[src/hdl/dre_pkg.sv]
// shared constants, codes and beat types for the deque engine
// no dependencies
`timescale 1ns / 1ps

package dre_pkg;

  localparam int DEPTH      = 64;
  localparam int DATA_WIDTH = 16;
  localparam int ADDR_W     = $clog2(DEPTH);
  localparam int CNT_W      = $clog2(DEPTH + 1);
  localparam int ELEM_W     = 16;

  localparam logic [1:0] MODE_PUSH    = 2'd0;
  localparam logic [1:0] MODE_REVERSE = 2'd1;
  localparam logic [1:0] MODE_DELETE  = 2'd2;
  localparam logic [1:0] MODE_DRAIN   = 2'd3;

  localparam logic [1:0] ST_ELEMENT   = 2'd0;
  localparam logic [1:0] ST_EMPTY     = 2'd1;
  localparam logic [1:0] ST_UNDERFLOW = 2'd2;
  localparam logic [1:0] ST_OVERFLOW  = 2'd3;

  typedef logic [DATA_WIDTH-1:0] data_t;
  typedef logic [ADDR_W-1:0]     addr_t;
  typedef logic [CNT_W-1:0]      cnt_t;

  typedef struct packed {
    logic [1:0]        mode;
    logic [ELEM_W-1:0] value;
  } in_t;

  typedef struct packed {
    logic [1:0]        status;
    logic [ELEM_W-1:0] element;
    logic              last;
  } out_t;

  // controller to datapath
  typedef struct packed {
    logic push;
    logic rev;
    logic del;
    logic stat_emit;
    logic rd_step;
    logic clear;
  } cmd_t;

  // datapath to controller
  typedef struct packed {
    logic underflow;
    logic overflow;
    logic empty;
    logic last_idx;
  } stat_t;

  // physical position of head plus offset, offset at most DEPTH-1
  function automatic addr_t ring_pos(addr_t head, cnt_t off);
    logic [CNT_W:0] sum;
    sum = (CNT_W + 1)'(head) + (CNT_W + 1)'(off);
    if (sum >= (CNT_W + 1)'(DEPTH)) begin
      sum = sum - (CNT_W + 1)'(DEPTH);
    end
    return ADDR_W'(sum);
  endfunction

endpackage

[src/hdl/dre_ram.sv]
// generic single write port, single read port ram with registered read
// no dependencies
`timescale 1ns / 1ps

module dre_ram #(
  parameter int WIDTH = 16,
  parameter int DEPTH = 64
) (
  input  logic                     clk,
  input  logic                     we,
  input  logic [$clog2(DEPTH)-1:0] waddr,
  input  logic [WIDTH-1:0]         wdata,
  input  logic                     re,
  input  logic [$clog2(DEPTH)-1:0] raddr,
  output logic [WIDTH-1:0]         rdata
);

  logic [WIDTH-1:0] mem [DEPTH];
  logic [WIDTH-1:0] rdata_r;

  always_ff @(posedge clk) begin
    if (we) begin
      mem[waddr] <= wdata;
    end
    if (re) begin
      rdata_r <= mem[raddr];
    end
  end

  assign rdata = rdata_r;

endmodule

[src/hdl/dre_ctrl.sv]
// command decoder and drain sequencer for the deque engine
// depends on dre_pkg
`timescale 1ns / 1ps

module dre_ctrl (
  input  logic          clk,
  input  logic          rst_n,
  input  logic          start,
  input  logic [1:0]    mode,
  input  dre_pkg::stat_t stat,
  output dre_pkg::cmd_t cmd,
  output logic          busy
);

  localparam logic S_IDLE  = 1'b0;
  localparam logic S_DRAIN = 1'b1;

  logic state_r;
  logic state_nxt;

  always_comb begin
    cmd       = '0;
    state_nxt = state_r;
    case (state_r)
      S_IDLE: begin
        if (start) begin
          case (mode)
            dre_pkg::MODE_PUSH:    cmd.push = !stat.underflow;
            dre_pkg::MODE_REVERSE: cmd.rev  = !stat.underflow;
            dre_pkg::MODE_DELETE:  cmd.del  = !stat.underflow;
            dre_pkg::MODE_DRAIN: begin
              if (stat.underflow || stat.overflow || stat.empty) begin
                cmd.stat_emit = 1'b1;
                cmd.clear     = 1'b1;
              end else begin
                state_nxt = S_DRAIN;
              end
            end
            default: cmd = '0;
          endcase
        end
      end
      S_DRAIN: begin
        cmd.rd_step = 1'b1;
        if (stat.last_idx) begin
          cmd.clear = 1'b1;
          state_nxt = S_IDLE;
        end
      end
      default: state_nxt = S_IDLE;
    endcase
  end

  always_ff @(posedge clk) begin
    if (!rst_n) begin
      state_r <= S_IDLE;
    end else begin
      state_r <= state_nxt;
    end
  end

  assign busy = (state_r == S_DRAIN);

endmodule

[src/hdl/dre_dp.sv]
// deque datapath: ring pointers, flags, element store and result register
// depends on dre_pkg and dre_ram
`timescale 1ns / 1ps

module dre_dp (
  input  logic                       clk,
  input  logic                       rst_n,
  input  dre_pkg::cmd_t              cmd,
  input  logic [dre_pkg::ELEM_W-1:0] value,
  output dre_pkg::stat_t             stat,
  output logic                       out_strobe,
  output dre_pkg::out_t              out_data
);

  dre_pkg::addr_t head_r, head_nxt;
  dre_pkg::cnt_t  count_r, count_nxt;
  dre_pkg::addr_t idx_r, idx_nxt;
  logic           rev_r, rev_nxt;
  logic           unf_r, unf_nxt;
  logic           ovf_r, ovf_nxt;
  logic           pend_r;
  logic           pend_last_r;
  logic           stat_vld_r;
  logic [1:0]     stat_code_r;

  logic           full;
  logic           we;
  dre_pkg::addr_t waddr;
  dre_pkg::addr_t raddr;
  dre_pkg::cnt_t  rd_off;
  dre_pkg::data_t rdata;

  assign full   = (count_r == dre_pkg::CNT_W'(dre_pkg::DEPTH));
  assign we     = cmd.push && !full;
  assign waddr  = dre_pkg::ring_pos(head_r, count_r);
  assign rd_off = rev_r ? (count_r - dre_pkg::CNT_W'(1) - dre_pkg::CNT_W'(idx_r))
                        : dre_pkg::CNT_W'(idx_r);
  assign raddr  = dre_pkg::ring_pos(head_r, rd_off);

  assign stat.underflow = unf_r;
  assign stat.overflow  = ovf_r;
  assign stat.empty     = (count_r == '0);
  assign stat.last_idx  = (dre_pkg::CNT_W'(idx_r) + dre_pkg::CNT_W'(1) == count_r);

  dre_ram #(
    .WIDTH (dre_pkg::DATA_WIDTH),
    .DEPTH (dre_pkg::DEPTH)
  ) u_store (
    .clk   (clk),
    .we    (we),
    .waddr (waddr),
    .wdata (dre_pkg::data_t'(value)),
    .re    (cmd.rd_step),
    .raddr (raddr),
    .rdata (rdata)
  );

  always_comb begin
    head_nxt  = head_r;
    count_nxt = count_r;
    idx_nxt   = idx_r;
    rev_nxt   = rev_r;
    unf_nxt   = unf_r;
    ovf_nxt   = ovf_r;
    if (cmd.push) begin
      if (full) begin
        ovf_nxt = 1'b1;
      end else begin
        count_nxt = count_r + dre_pkg::CNT_W'(1);
      end
    end
    if (cmd.rev) begin
      rev_nxt = !rev_r;
    end
    if (cmd.del) begin
      if (count_r == '0) begin
        unf_nxt = 1'b1;
      end else begin
        if (!rev_r) begin
          head_nxt = dre_pkg::ring_pos(head_r, dre_pkg::CNT_W'(1));
        end
        count_nxt = count_r - dre_pkg::CNT_W'(1);
      end
    end
    if (cmd.rd_step) begin
      idx_nxt = idx_r + dre_pkg::ADDR_W'(1);
    end
    if (cmd.clear) begin
      head_nxt  = '0;
      count_nxt = '0;
      idx_nxt   = '0;
      rev_nxt   = 1'b0;
      unf_nxt   = 1'b0;
      ovf_nxt   = 1'b0;
    end
  end

  always_ff @(posedge clk) begin
    if (!rst_n) begin
      head_r     <= '0;
      count_r    <= '0;
      idx_r      <= '0;
      rev_r      <= 1'b0;
      unf_r      <= 1'b0;
      ovf_r      <= 1'b0;
      pend_r     <= 1'b0;
      stat_vld_r <= 1'b0;
    end else begin
      head_r     <= head_nxt;
      count_r    <= count_nxt;
      idx_r      <= idx_nxt;
      rev_r      <= rev_nxt;
      unf_r      <= unf_nxt;
      ovf_r      <= ovf_nxt;
      pend_r     <= cmd.rd_step;
      stat_vld_r <= cmd.stat_emit;
    end
  end

  // payload side of the result register
  always_ff @(posedge clk) begin
    pend_last_r <= stat.last_idx;
    if (unf_r) begin
      stat_code_r <= dre_pkg::ST_UNDERFLOW;
    end else if (ovf_r) begin
      stat_code_r <= dre_pkg::ST_OVERFLOW;
    end else begin
      stat_code_r <= dre_pkg::ST_EMPTY;
    end
  end

  assign out_strobe       = pend_r || stat_vld_r;
  assign out_data.status  = pend_r ? dre_pkg::ST_ELEMENT : stat_code_r;
  assign out_data.element = pend_r ? dre_pkg::ELEM_W'(rdata) : '0;
  assign out_data.last    = pend_r ? pend_last_r : 1'b1;

endmodule

[src/hdl/deque_reverse_delete_engine_unit.sv]
// push, reverse and delete keep busy low; one beat per cycle while not busy
// a status drain (error or empty) gives its result in the cycle after the beat
// an element drain of n items holds busy while reading, one store read per cycle,
// results one per cycle via drain state and registered read, last on the final one
// synchronous active-low reset clears pointers, count and flags; store is not cleared
// the receiver cannot stall: each result is valid for exactly one cycle
`timescale 1ns / 1ps

module deque_reverse_delete_engine_unit (
  input  logic          clk,
  input  logic          rst_n,
  input  logic          start,
  output logic          busy,
  input  dre_pkg::in_t  in_data,
  output logic          out_strobe,
  output dre_pkg::out_t out_data
);

  dre_pkg::cmd_t  cmd;
  dre_pkg::stat_t stat;

  dre_ctrl u_ctrl (
    .clk   (clk),
    .rst_n (rst_n),
    .start (start && !busy),
    .mode  (in_data.mode),
    .stat  (stat),
    .cmd   (cmd),
    .busy  (busy)
  );

  dre_dp u_dp (
    .clk        (clk),
    .rst_n      (rst_n),
    .cmd        (cmd),
    .value      (in_data.value),
    .stat       (stat),
    .out_strobe (out_strobe),
    .out_data   (out_data)
  );

endmodule
[config.mk]
export PLATFORM = sky130hd
export DESIGN_NAME = deque_reverse_delete_engine_unit
export DESIGN_NICKNAME = d
export VERILOG_FILES = /design/src/hdl/dre_pkg.sv /design/src/hdl/dre_ram.sv /design/src/hdl/dre_ctrl.sv /design/src/hdl/dre_dp.sv /design/src/hdl/deque_reverse_delete_engine_unit.sv
export SDC_FILE = /design/constraint.sdc
export NUM_CORES = 1
export LEC_CHECK = 0
export BUFFER_PORTS_ARGS = -buffer_cell sky130_fd_sc_hd__buf_2
export CORE_MARGIN = 5
export CORE_UTILIZATION = 40
export CTS_CLUSTER_SIZE = 20
export DETAILED_ROUTE_END_ITERATION = 8
export PLACE_DENSITY = 0.66
export REMOVE_ABC_BUFFERS = 1
export SLEW_MARGIN = 20
export SYNTH_ARGS = -nofsm -noshare
export SYNTH_HDL_FRONTEND = slang
export SYNTH_SLANG_ARGS = --single-unit
[constraint.sdc]
create_clock -name clk -period 11 [get_ports clk]
set_input_delay 2.2 -clock clk [delete_from_list [all_inputs] [get_ports clk]]
set_output_delay 2.2 -clock clk [all_outputs]
set_load 0.02 [all_outputs]
## Yosys cells after proc, flatten, opt, wreduce, memory -nomap -nowiden

Memory sizes are Yosys's and may differ from the RTL's. A register that Yosys moved wholly into a read port is not among the register bits.
Cells that the tools add are included.

- Memories: 1
- Flip-flop bits (word level): 28
- Bits in writable memories: 1,024
- Logic and storage cells: 80
- Output and inout port bits: 21

- Multiplexer cells: 28
- Order comparisons: 3
- Reduce and logical (&&, ||, !) cells: 16
- Bitwise logic cells: 5
- Equal/unequal tests: 5
- Add/subtract/negate cells: 11

Memories:

| name | words | bits a word | rd ports | clocked after memory_dff | wr ports | RTL line | text |
|---|---|---|---|---|---|---|---|
| u_dp.u_store.mem | 64 | 16 | 1 | 1 | 1 | dre_ram.sv:18 | `logic [WIDTH-1:0] mem [DEPTH];` |

Operators with widths:

| operator | count |
|---|---|
| 7-bit 2-to-1 mux | 5 |
| 6-bit 2-to-1 mux | 4 |
| 6-bit by 1-bit subtractor with 6-bit output, second input constant | 3 |
| 6-bit by 7-bit adder with 8-bit output | 2 |
| 8-bit by 7-bit >= comparator with 1-bit output, second input constant | 2 |
| 16-bit 2-to-1 mux | 1 |
| 6-bit by 1-bit adder with 7-bit output, second input constant | 2 |
| 1-bit 2-to-1 mux | 13 |
| 7-bit by 1-bit adder with 7-bit output, second input constant | 1 |
| 7-bit equality test | 1 |
| 7-bit equality test, second input constant | 1 |
| 7-bit >= comparator, second input constant | 1 |
| 7-bit zero test | 1 |
| 7-bit by 1-bit subtractor with 7-bit output, second input constant | 1 |
| 7-bit by 6-bit subtractor with 7-bit output | 1 |
| 6-bit by 1-bit adder with 6-bit output, second input constant | 1 |
| 1-bit inverter | 5 |
| 2-bit equality test, second input constant | 2 |
| 1-bit zero test | 4 |
| 2-bit 2-to-1 mux | 2 |
| 4-bit 2-to-1 mux | 1 |
| 2-bit one-hot mux with 2 select lines | 1 |
| 2-bit AND reduction | 2 |
| 1-bit logical OR | 3 |
| other kinds (7) | 8 |

## Longest topological paths before layout

Gate-level depths: netlist (run 1).

- Word-level depth: 9
- Depth in mapped cells: 17
- Gate-level depth less buffers: 16

## Modules after synthesis

A second synthesis (run 1) with hierarchy kept.

- Cell total of the unflattened synthesis: 2,129
- Area total of the unflattened synthesis: 42,567.1 um^2

Modules (own cells, without submodules):

| module | times used | seq. area each (um^2) | area each (um^2) | cells an instance |
|---|---|---|---|---|
| dre_ram | 1 | 31,230.0 | 40,202.3 | 1,829 |
| dre_dp | 1 | 540.5 | 2,244.7 | 285 |
| dre_ctrl | 1 | 20.0 | 106.4 | 14 |
| deque_reverse_delete_engine_unit | 1 | 0.0 | 13.8 | 1 |

## Worst setup path after synthesis (run 1)

Ideal clock, no wire load.

- Path kind: input to register
- From: input in_data[16] (netlist name)
- To: memory u_dp.u_store.mem[14][0] (enable)
- Arrival time: 4.340 ns
- Library setup time: 0.388 ns
- Buffers on the path: 0
- Data required time: 10.612 ns
- Stages: 6
- Slack: 6.271 ns
- Path through: or3_1 > nor2_1 > a21boi_0 > nor2b_1 > nand3_1 > nor2_1

- Longest elaborated chain between the ends: 7

RTL lines:

| item | RTL line | text |
|---|---|---|
| start, declared | deque_reverse_delete_engine_unit.sv:14 | `input dre_pkg::in_t in_data,` |
| 2-bit zero test | dre_ctrl.sv:27 | `case (mode)` |
| 1-bit 2-to-1 mux | dre_ctrl.sv:27 |  |
| 6-bit 2-to-1 mux | dre_ctrl.sv:26 | `if (start) begin` |
| 4-bit 2-to-1 mux | dre_ctrl.sv:24 | `case (state_r)` |
| 1-bit logical AND | dre_dp.sv:34 | `assign we = cmd.push && !full;` |
| 1-bit 2-to-1 mux | dre_ram.sv:22 | `if (we) begin` |
| 1-bit 2-to-1 mux (implied by the code) | dre_ram.sv:23 | `mem[waddr] <= wdata;` |
| end, declared | dre_ram.sv:18 |  |

No other way between the ends.

## Worst setup path after layout (run 1)

- From: register u_dp.count_r[1]
- To: register u_dp.u_store.rdata_r[15], in the netlist u_dp.u_store.rdata[15] (read register of u_dp.u_store.mem), data pin

- Longest elaborated chain between the ends: 6
- Elaborated cells on any way between the ends: 7
- Those cells by class: add/sub (4); order compare (1); mux (2)

RTL lines:

| item | RTL line | text |
|---|---|---|
| start, declared | dre_dp.sv:16 | `dre_pkg::cnt_t count_r, count_nxt;` |
| start signal, assigned | dre_dp.sv:110 | `count_r <= count_nxt;` |
| 7-bit by 1-bit subtractor with 7-bit output (*) | dre_dp.sv:36 | `assign rd_off = rev_r ? (count_r - dre_pkg::CNT_W'(1) - dre_pkg::CNT_W'(idx_r))` |
| 7-bit by 6-bit subtractor with 7-bit output (*) | dre_dp.sv:36 |  |
| 7-bit 2-to-1 mux (*) | dre_dp.sv:36 |  |
| 6-bit by 7-bit adder with 8-bit output (*) | dre_pkg.sv:59 | `sum = (CNT_W + 1)'(head) + (CNT_W + 1)'(off);` |
| 8-bit by 7-bit >= comparator with 1-bit output or 6-bit by 1-bit subtractor with 6-bit output (tied branches) | dre_pkg.sv:60, dre_pkg.sv:61 |  |
| 6-bit 2-to-1 mux (*) | dre_pkg.sv:60 | `if (sum >= (CNT_W + 1)'(DEPTH)) begin` |
| end, declared | dre_ram.sv:19 | `logic [WIDTH-1:0] rdata_r;` |

Every way passes the cells marked *; elsewhere a longest branch is shown, timed or not.
A chain may end at the register's enable or synchronous reset.

==> results of run 1 <==
cell usage after synthesis, drive strengths merged (4+ instances only):
| cell type | instances | share of area [%] |
|---|---|---|
| a21o | 6 | 0.11 |
| a21oi | 17 | 0.20 |
| a221oi | 32 | 0.66 |
| a32o | 32 | 0.76 |
| and2 | 20 | 0.30 |
| and3 | 6 | 0.089 |
| buf | 40 | 0.52 |
| clkbuf | 61 | 0.54 |
| dfxtp | 28 | 1.3 |
| edfxtp | 1040 | 74 |
| ha | 19 | 0.56 |
| inv | 14 | 0.12 |
| mux2 | 16 | 0.52 |
| mux2i | 97 | 2.3 |
| mux4 | 256 | 14 |
| nand2 | 92 | 0.83 |
| nand3 | 16 | 0.19 |
| nand4 | 6 | 0.089 |
| nor2 | 108 | 0.96 |
| nor2b | 4 | 0.059 |
| nor3 | 9 | 0.11 |
| o21ai | 7 | 0.083 |
| or2 | 5 | 0.074 |
| or3 | 4 | 0.059 |
| xnor2 | 23 | 0.48 |
| xor2 | 14 | 0.29 |
placed cells by master (no fill, tap or decap), drive strengths merged, types with 4 or more instances in the layout:
master	synthesis	routed
a21o	6	6
a21oi	17	17
a221oi	32	32
a32o	32	32
and2	20	20
and3	6	6
buf	40	136
bufinv	0	7
clkbuf	61	124
clkinv	0	48
clkinvlp	0	4
dfxtp	28	28
edfxtp	1040	1040
ha	19	19
inv	14	18
mux2	16	16
mux2i	97	97
mux4	256	256
nand2	92	92
nand3	16	16
nand4	6	6
nor2	108	108
nor2b	4	4
nor3	9	9
o21ai	7	7
or2	5	5
or3	4	4
xnor2	23	23
xor2	14	14
sequential cells by signal, indices dropped and copies added (netlist names):
signal              count
u_ctrl.busy             1
u_dp.pend_r             1
u_dp.ovf_r              1
u_dp.count_r            7
u_dp.u_store.mem     1024
u_dp.pend_last_r        1
u_dp.rev_r              1
u_dp.u_store.rdata     16
u_dp.stat_vld_r         1
u_dp.stat_code_r        2
u_dp.head_r             6
u_dp.idx_r              6
u_dp.unf_r              1
per-stage QoR:
| step | hold WS (ns) | utilization [%] |
|---|---|---|
| 2_1_floorplan | 0.3934 | - |
| 3_3_place_gp | 0.4220 | 42.34 |
| 3_5_place_dp | 0.4434 | 42.35 |
| 4_1_cts | 0.4592 | 45.37 |
| 5_1_grt | 0.4792 | 45.39 |
| 6_report | 0.4520 | 45.39 |
final cells by class:
cell class,count,area share (%)
clock buffers,124,5.530
flip-flops and latches,1068,66.72
clock inverters,63,1.127
well taps,1391,3.653
inverters,14,0.1103
multi-input cells,832,20.85
repair buffers,136,2.006
diodes,1,0.005252
per-layer routing:
| metal | vias to the layer above | GRT usage [%] | routed length (um) |
|---|---|---|---|
| met5 | - | 0 | 0 |
| met4 | 0 | 5.295 | 2549 |
| met3 | 141 | 2.942 | 6924 |
| met2 | 806 | 28.06 | 47720 |
| met1 | 10850 | 23.87 | 39430 |
| li1 | 8658 | - | - |
worst paths after layout:
path	from	end	depth (start not counted)
max	u_dp.count_r[1]$_SDFF_PP0_	u_dp.u_store.rdata[15]$_DFFE_PP_	14
min	u_dp.unf_r$_SDFFE_PP0P_	u_dp.stat_code_r[0]$_SDFF_PP0_	1
max reg2reg	u_dp.count_r[1]$_SDFF_PP0_	u_dp.u_store.rdata[15]$_DFFE_PP_	14
min reg2reg	u_dp.unf_r$_SDFFE_PP0P_	u_dp.stat_code_r[0]$_SDFF_PP0_	1
logic make-up after synthesis:
| logic type | synth area share [%] |
|---|---|
| DFF | 75.42 |
| muxes | 16.50 |
| and+or+nand+nor | 2.915 |
| AOI/OAI and AO/OA | 2.499 |
| buffers and inverters | 1.190 |
| xor gates and xnor gates | 0.7688 |
| adders and majority gates | 0.7065 |
where the power goes:
group | leakage [nW] | internal [mW] | switching [mW] | total (mW)
Clock | 1.54 | 1.87 | 1.47 | 3.34
Combinational | 3.50 | 0.228 | 0.316 | 0.544
Sequential | 9.57 | 4.47 | 0.00487 | 4.48
Total | 14.6 | 6.57 | 1.79 | 8.36
==> reports/summary.json, run 1 <==
{
  "die_h": {"value": 334.6, "unit": "um"},
  "max_cap_viol_count": {"value": 0},
  "finish.net_count": {"value": 2197},
  "fill_cells": {"value": 8626},
  "clk_latency": {"value": 0.67, "unit": "ns"},
  "p_leak": {"value": 14.62, "unit": "nW"},
  "clock_sinks": {"value": 1068},
  "grt_max_degree": {"value": 92},
  "number_of_global_route_vias_before_repair": {"value": 20810},
  "grt_setup_unrepaired": {"value": "no"},
  "reg2reg_setup_slack": {"value": 4.87, "unit": "ns"},
  "io_buffer_count": {"value": 41},
  "placedCellCount": {"value": 3441},
  "synthesis.area_per_instance": {"value": 20.92, "unit": "sq um"},
  "clkSlewWorstSetupHoldPaths": {"value": 0.07, "unit": "ns"},
  "critical_path_arrival": {"value": 6.54, "unit": "ns"},
  "multi_input_area": {"value": 9935, "unit": "sq um"},
  "period_needed": {"value": 6.130, "unit": "ns"},
  "max_freq": {"value": 0.1631, "unit": "GHz"},
  "synth_async_sr_flop_share": {"value": 0, "unit": "%"},
  "yosys_most_used_dff": {"value": "edfxtp_1"},
  "flow.area_growth_from_synthesis": {"value": 13.04, "unit": "%"},
  "detailedRoute.firstIterationViolations": {"value": 2016},
  "final-setup-viol-count": {"value": 0},
  "tritoncts_clock_tree": {"value": "built"},
  "pre_cts_slack": {"value": 4.915, "unit": "ns"},
  "htree_levels": {"value": 3},
  "worst_slew_pin_slew": {"value": 1.102, "unit": "ns"},
  "drt-vias-per-instance": {"value": 5.636},
  "post_drt_wl_per_cell": {"value": 26.62, "unit": "um"},
  "grt_antenna_before_repair": {"value": 1},
  "required_time_of_the_critical_path": {"value": 11.41, "unit": "ns"},
  "grt_first_pass_wirelength": {"value": 142200, "unit": "um"},
  "io_pins": {"value": 42},
  "syn-instance-count": {"value": 2015},
  "critPathTopFamily": {"value": "adder cells"},
  "coreArea": {"value": 105000, "unit": "sq um"},
  "post_cts_resize_count": {"value": 0},
  "synth-edff-count": {"value": 1040},
  "fin_worst_skew": {"value": 0.02747, "unit": "ns"},
  "cts_made_buffers": {"value": 102},
  "overflow": {"value": 0},
  "fraction_of_the_cycle_the_final_worst_path_needs": {"value": 55.73, "unit": "%"},
  "floorplan.initialDensity": {"value": 40.15, "unit": "%"},
  "synth_sequential_area_ratio": {"value": 75.42, "unit": "%"},
  "status": {"value": "complete, no violations"},
  "vdd_drop_max": {"value": 113.2, "unit": "uV"},
  "mappedNetlistArea": {"value": 42150, "unit": "sq um"},
  "wl": {"value": 96620, "unit": "um"},
  "critPathBufInv": {"value": 4},
  "ctsLongestPathBuffers": {"value": 3},
  "maxSlewViolCount": {"value": 0},
  "ys.warnings.count": {"value": 0},
  "finalPower": {"value": 8.362, "unit": "mW"},
  "detail_placement_hpwl": {"value": 54370, "unit": "um"},
  "fin_cells": {"value": 3629},
  "crit_fanout": {"value": 62},
  "floorplan.die.width": {"value": 334.6, "unit": "um"},
  "layout-drive-gt1-share": {"value": 25.39, "unit": "%"},
  "synth-seq-cells": {"value": 1068},
  "max_slew_headroom": {"value": 26.50, "unit": "%"},
  "tns": {"value": 0, "unit": "ns"},
  "critical_path.max_stage_delay": {"value": 1.52, "unit": "ns"},
  "post_layout_worst_setup_margin": {"value": 4.870, "unit": "ns"},
  "dr_total_vias": {"value": 20450},
  "drc": {"value": 0},
  "cts.repair_timing.setup_buffer_count": {"value": 0},
  "critical-path-slowest-cell": {"value": "fa_4"},
  "setup.worst_path.start_class": {"value": "flop"},
  "globalRouteTotalUtil": {"value": 17.15, "unit": "%"},
  "antenna_left": {"value": 0},
  "yosysUniqueCellTypes": {"value": 60},
  "cts_root_buf": {"value": "clkbuf_16"},
  "die_area": {"value": 112000, "unit": "sq um"},
  "final_hold_viol_count": {"value": 0},
  "first_pass_iters": {"value": 6},
  "power-per-cell-area": {"value": 175.5, "unit": "nW/um^2"},
  "path_class": {"value": "flop to flop"},
  "globalplace.congestion": {"value": 0.8437},
  "hold_fix_buffers_cts": {"value": 0},
  "crit_chain": {"value": "inv_1, ha_1, inv_1, fa_1, nand2_1, o21ai_0, fa_4, buf_4, buf_4, mux4_2, mux2i_1, a32o_1, a221oi_1, mux2_2"},
  "kind_of_end_point_of_the_critical_path": {"value": "flop"},
  "place_area": {"value": 44460, "unit": "sq um"},
  "layout.cell_area.non_filler": {"value": 47650, "unit": "sq um"},
  "rows": {"value": 119},
  "ff_latch_area": {"value": 31790, "unit": "sq um"},
  "min-delay-path-class": {"value": "flop to flop"}
}
Note: power is estimated with default switching activity, not from simulation.
==> run 2, diff against run 1 <==
--- a/config.mk
+++ b/config.mk
@@ -10,7 +10,7 @@
 export CORE_UTILIZATION = 40
 export CTS_CLUSTER_SIZE = 20
 export DETAILED_ROUTE_END_ITERATION = 8
-export PLACE_DENSITY = 0.66
+export PLACE_DENSITY = 0.68
 export REMOVE_ABC_BUFFERS = 1
 export SLEW_MARGIN = 20
 export SYNTH_ARGS = -nofsm -noshare
==> constraint.sdc (replaced) <==
create_clock -name clk -period 5.5 [get_ports clk]
set_input_delay 1.1 -clock clk [delete_from_list [all_inputs] [get_ports clk]]
set_output_delay 1.1 -clock clk [all_outputs]
set_load 0.02 [all_outputs]
==> reports/summary.json, run 2 (synthesized netlist as in run 1, its figures left out) <==
{
  "post_cts_resize_count": {"value": 0, "change": "unchanged"},
  "hold_fix_buffers_cts": {"value": 0, "change": "unchanged"},
  "p_leak": {"value": 14.96, "unit": "nW", "change": "was 14.62 nW"},
  "dr_total_vias": {"value": 21120, "change": "was 20450"},
  "most_common_cell_after_layout_fill_and_taps_aside": {"value": "edfxtp_1", "change": "unchanged"},
  "clk_latency": {"value": 0.71, "unit": "ns", "change": "was 0.67 ns"},
  "final-setup-viol-count": {"value": 0, "change": "unchanged"},
  "commonest_cells_after_routing_fill_and_taps_aside": {"value": "edfxtp_1 (1040), mux4_2 (256), buf_4 (117)", "change": "was edfxtp_1 (1040), mux4_2 (256), nor2_1 (107)"},
  "cts_made_buffers": {"value": 106, "change": "was 102"},
  "grt_setup_unrepaired": {"value": "no", "change": "unchanged"},
  "first_pass_iters": {"value": 5, "change": "was 6"},
  "drt-vias-per-instance": {"value": 5.751, "change": "was 5.636"},
  "antenna_left": {"value": 0, "change": "unchanged"},
  "grt_antenna_before_repair": {"value": 4, "change": "was 1"},
  "grt_max_degree": {"value": 88, "change": "was 92"},
  "coreArea": {"value": 105000, "unit": "sq um", "change": "unchanged"},
  "cts_root_buf": {"value": "clkbuf_16", "change": "unchanged"},
  "globalRouteTotalUtil": {"value": 17.92, "unit": "%", "change": "was 17.15%"},
  "io_buffer_count": {"value": 41, "change": "unchanged"},
  "flow.area_growth_from_synthesis": {"value": 14.58, "unit": "%", "change": "was 13.04%"},
  "worst_slew_pin_slew": {"value": 0.9156, "unit": "ns", "change": "was 1.102 ns"},
  "place_area": {"value": 44850, "unit": "sq um", "change": "was 44460 sq um"},
  "max_freq": {"value": 0.1996, "unit": "GHz", "change": "was 0.1631 GHz"},
  "max_slew_headroom": {"value": 38.81, "unit": "%", "change": "was 26.50%"},
  "tritoncts_clock_tree": {"value": "built", "change": "unchanged"},
  "crit_chain": {"value": "inv_1, ha_1, inv_1, fa_1, nand2_1, o21ai_0, fa_4, buf_12, mux4_2, mux2i_1, a32o_1, a221oi_1, mux2_4", "change": "was inv_1, ha_1, inv_1, fa_1, nand2_1, o21ai_0, fa_4, buf_4, buf_4, mux4_2, mux2i_1, a32o_1, a221oi_1, mux2_2"},
  "final_hold_viol_count": {"value": 0, "change": "unchanged"},
  "tns": {"value": 0, "unit": "ns", "change": "unchanged"},
  "drc": {"value": 0, "change": "unchanged"},
  "grt_first_pass_wirelength": {"value": 147800, "unit": "um", "change": "was 142200 um"},
  "io_pins": {"value": 42, "change": "unchanged"},
  "rows": {"value": 119, "change": "unchanged"},
  "path_class": {"value": "flop to flop", "change": "unchanged"},
  "setup.worst_path.start_class": {"value": "flop", "change": "unchanged"},
  "fraction_of_the_cycle_the_final_worst_path_needs": {"value": 91.09, "unit": "%", "change": "was 55.73%"},
  "launching_element_of_the_worst_setup_path": {"value": "u_dp.count_r[1]$_SDFF_PP0_", "change": "unchanged"},
  "fin_worst_skew": {"value": 0.06075, "unit": "ns", "change": "was 0.02747 ns"},
  "critical-path-slowest-cell": {"value": "fa_4", "change": "unchanged"},
  "post_drt_wl_per_cell": {"value": 27.70, "unit": "um", "change": "was 26.62 um"},
  "ctsLongestPathBuffers": {"value": 3, "change": "unchanged"},
  "required_time_of_the_critical_path": {"value": 5.94, "unit": "ns", "change": "was 11.41 ns"},
  "wl": {"value": 101700, "unit": "um", "change": "was 96620 um"},
  "floorplan.die.width": {"value": 334.6, "unit": "um", "change": "unchanged"},
  "rr_endpoint": {"value": "u_dp.u_store.rdata[5]$_DFFE_PP_", "change": "was u_dp.u_store.rdata[15]$_DFFE_PP_"},
  "layout-drive-gt1-share": {"value": 27.42, "unit": "%", "change": "was 25.39%"},
  "detailedRoute.firstIterationViolations": {"value": 2593, "change": "was 2016"},
  "reg2reg_setup_slack": {"value": 0.49, "unit": "ns", "change": "was 4.87 ns"},
  "status": {"value": "complete, no violations", "change": "unchanged"},
  "clock_sinks": {"value": 1068, "change": "unchanged"},
  "critical_path_arrival": {"value": 5.45, "unit": "ns", "change": "was 6.54 ns"},
  "die_area": {"value": 112000, "unit": "sq um", "change": "unchanged"},
  "layout.cell_area.non_filler": {"value": 48300, "unit": "sq um", "change": "was 47650 sq um"},
  "r2r_cells": {"value": 13, "change": "was 14"},
  "maxSlewViolCount": {"value": 0, "change": "unchanged"},
  "vdd_drop_max": {"value": 312.5, "unit": "uV", "change": "was 113.2 uV"},
  "period_needed": {"value": 5.010, "unit": "ns", "change": "was 6.130 ns"},
  "crit_fanout": {"value": 87, "change": "was 62"},
  "power-per-cell-area": {"value": 356.6, "unit": "nW/um^2", "change": "was 175.5 nW/um^2"},
  "floorplan.initialDensity": {"value": 40.15, "unit": "%", "change": "unchanged"},
  "die_h": {"value": 334.6, "unit": "um", "change": "unchanged"},
  "cts.repair_timing.setup_buffer_count": {"value": 0, "change": "unchanged"},
  "cp-endpoint": {"value": "u_dp.u_store.rdata[5]$_DFFE_PP_", "change": "was u_dp.u_store.rdata[15]$_DFFE_PP_"},
  "overflow": {"value": 0, "change": "unchanged"},
  "globalplace.congestion": {"value": 0.8695, "change": "was 0.8437"},
  "number_of_global_route_vias_before_repair": {"value": 21180, "change": "was 20810"},
  "detail_placement_hpwl": {"value": 59720, "unit": "um", "change": "was 54370 um"},
  "finish.net_count": {"value": 2233, "change": "was 2197"},
  "kind_of_end_point_of_the_critical_path": {"value": "flop", "change": "unchanged"},
  "library_cell_appearing_most_often_on_the_critical_path": {"value": "inv_1"},
  "max_cap_viol_count": {"value": 0, "change": "unchanged"},
  "htree_levels": {"value": 3, "change": "unchanged"},
  "clkSlewWorstSetupHoldPaths": {"value": 0.07, "unit": "ns", "change": "about the same"},
  "largest_register": {"value": "u_dp.u_store.mem", "change": "unchanged"},
  "worstReg2RegStart": {"value": "u_dp.count_r[1]$_SDFF_PP0_", "change": "unchanged"},
  "largest_register_ff_count": {"value": 1024, "change": "unchanged"},
  "min-delay-path-class": {"value": "flop to flop", "change": "unchanged"},
  "critical_path.max_stage_delay": {"value": 0.90, "unit": "ns", "change": "was 1.52 ns"}
}
[run 2: cell count changes in the layout (fill, tap and decap cells not counted), moves of 3 or more]
cell        delta
clkbuf_16      +5
buf_4         +17
clkinvlp_4     +5
clkinv_2      +13
buf_2          +3
clkinv_8       -3
clkbuf_1      -17
buf_12        +13
[run 2: area by class of cell]
cell class / count / area [sq um]
Antenna cell: 2 / 5.005
Clock buffer: 112 / 2696
Clock inverter: 85 / 735.7
Fill cell: 8560 / 56670
Inverter: 14 / 52.55
Multi-Input combinational cell: 832 / 9933
Sequential cell: 1068 / 31790
Tap cell: 1391 / 1740
Timing Repair Buffer: 168 / 1344
[run 2: metrics by stage]
step,util [%],hold slack (ns),setup slack [ns],instances,total power [mW]
after global routing,46.01,0.4909,0.2867,3670,17.76
after floorplan,-,0.3934,-6.674,1914,10.08
after global placement,42.73,0.4163,0.5299,3473,10.31
after CTS,46.00,0.4513,0.4239,3670,17.34
after detailed placement,42.73,0.4380,0.4953,3473,10.32
final,46.01,0.4617,0.4899,3672,17.22
[run 2: metal layers]
metal  up-vias  GRT usage [%]  share of wire [%]
li1       8729              -                  -
met5         -              0                  0
met4         0          5.483                2.9
met1     11210          25.83                 41
met3       164          3.768                9.4
met2      1016          27.82                 47
[run 2: worst max-delay path, delay by kind of cell, from the launching register on]
family / cells / cell delay [ns]
buffers and inverters: 3 / 0.61
multiplexers: 3 / 1.14
adder cells (fa/ha/maj): 3 / 1.66
flip-flops: 1 / 0.51
AO/OA/AOI/OAI: 3 / 0.58
AND/OR/NAND/NOR: 1 / 0.07
[run 2: where the power goes]
group          leakage, nW  switching, mW  internal [mW]
clock network         1.68           3.08           3.99
registers             9.57        0.00963           8.94
logic                 3.70          0.697          0.496
[run 2: how the worst min path moves through the flow]
stage                            startpoint                        endpoint  slack, ns  cells past startpoint
finish              u_dp.unf_r$_SDFFE_PP0P_  u_dp.stat_code_r[0]$_SDFF_PP0_       0.46                      1
detailed placement  u_dp.unf_r$_SDFFE_PP0P_  u_dp.stat_code_r[0]$_SDFF_PP0_       0.44                      1
global route        u_dp.unf_r$_SDFFE_PP0P_  u_dp.stat_code_r[0]$_SDFF_PP0_       0.49                      1
floorplan           u_dp.unf_r$_SDFFE_PP0P_  u_dp.stat_code_r[0]$_SDFF_PP0_       0.39                      1
CTS                 u_dp.unf_r$_SDFFE_PP0P_  u_dp.stat_code_r[0]$_SDFF_PP0_       0.45                      1
global placement    u_dp.unf_r$_SDFFE_PP0P_  u_dp.stat_code_r[0]$_SDFF_PP0_       0.42                      1
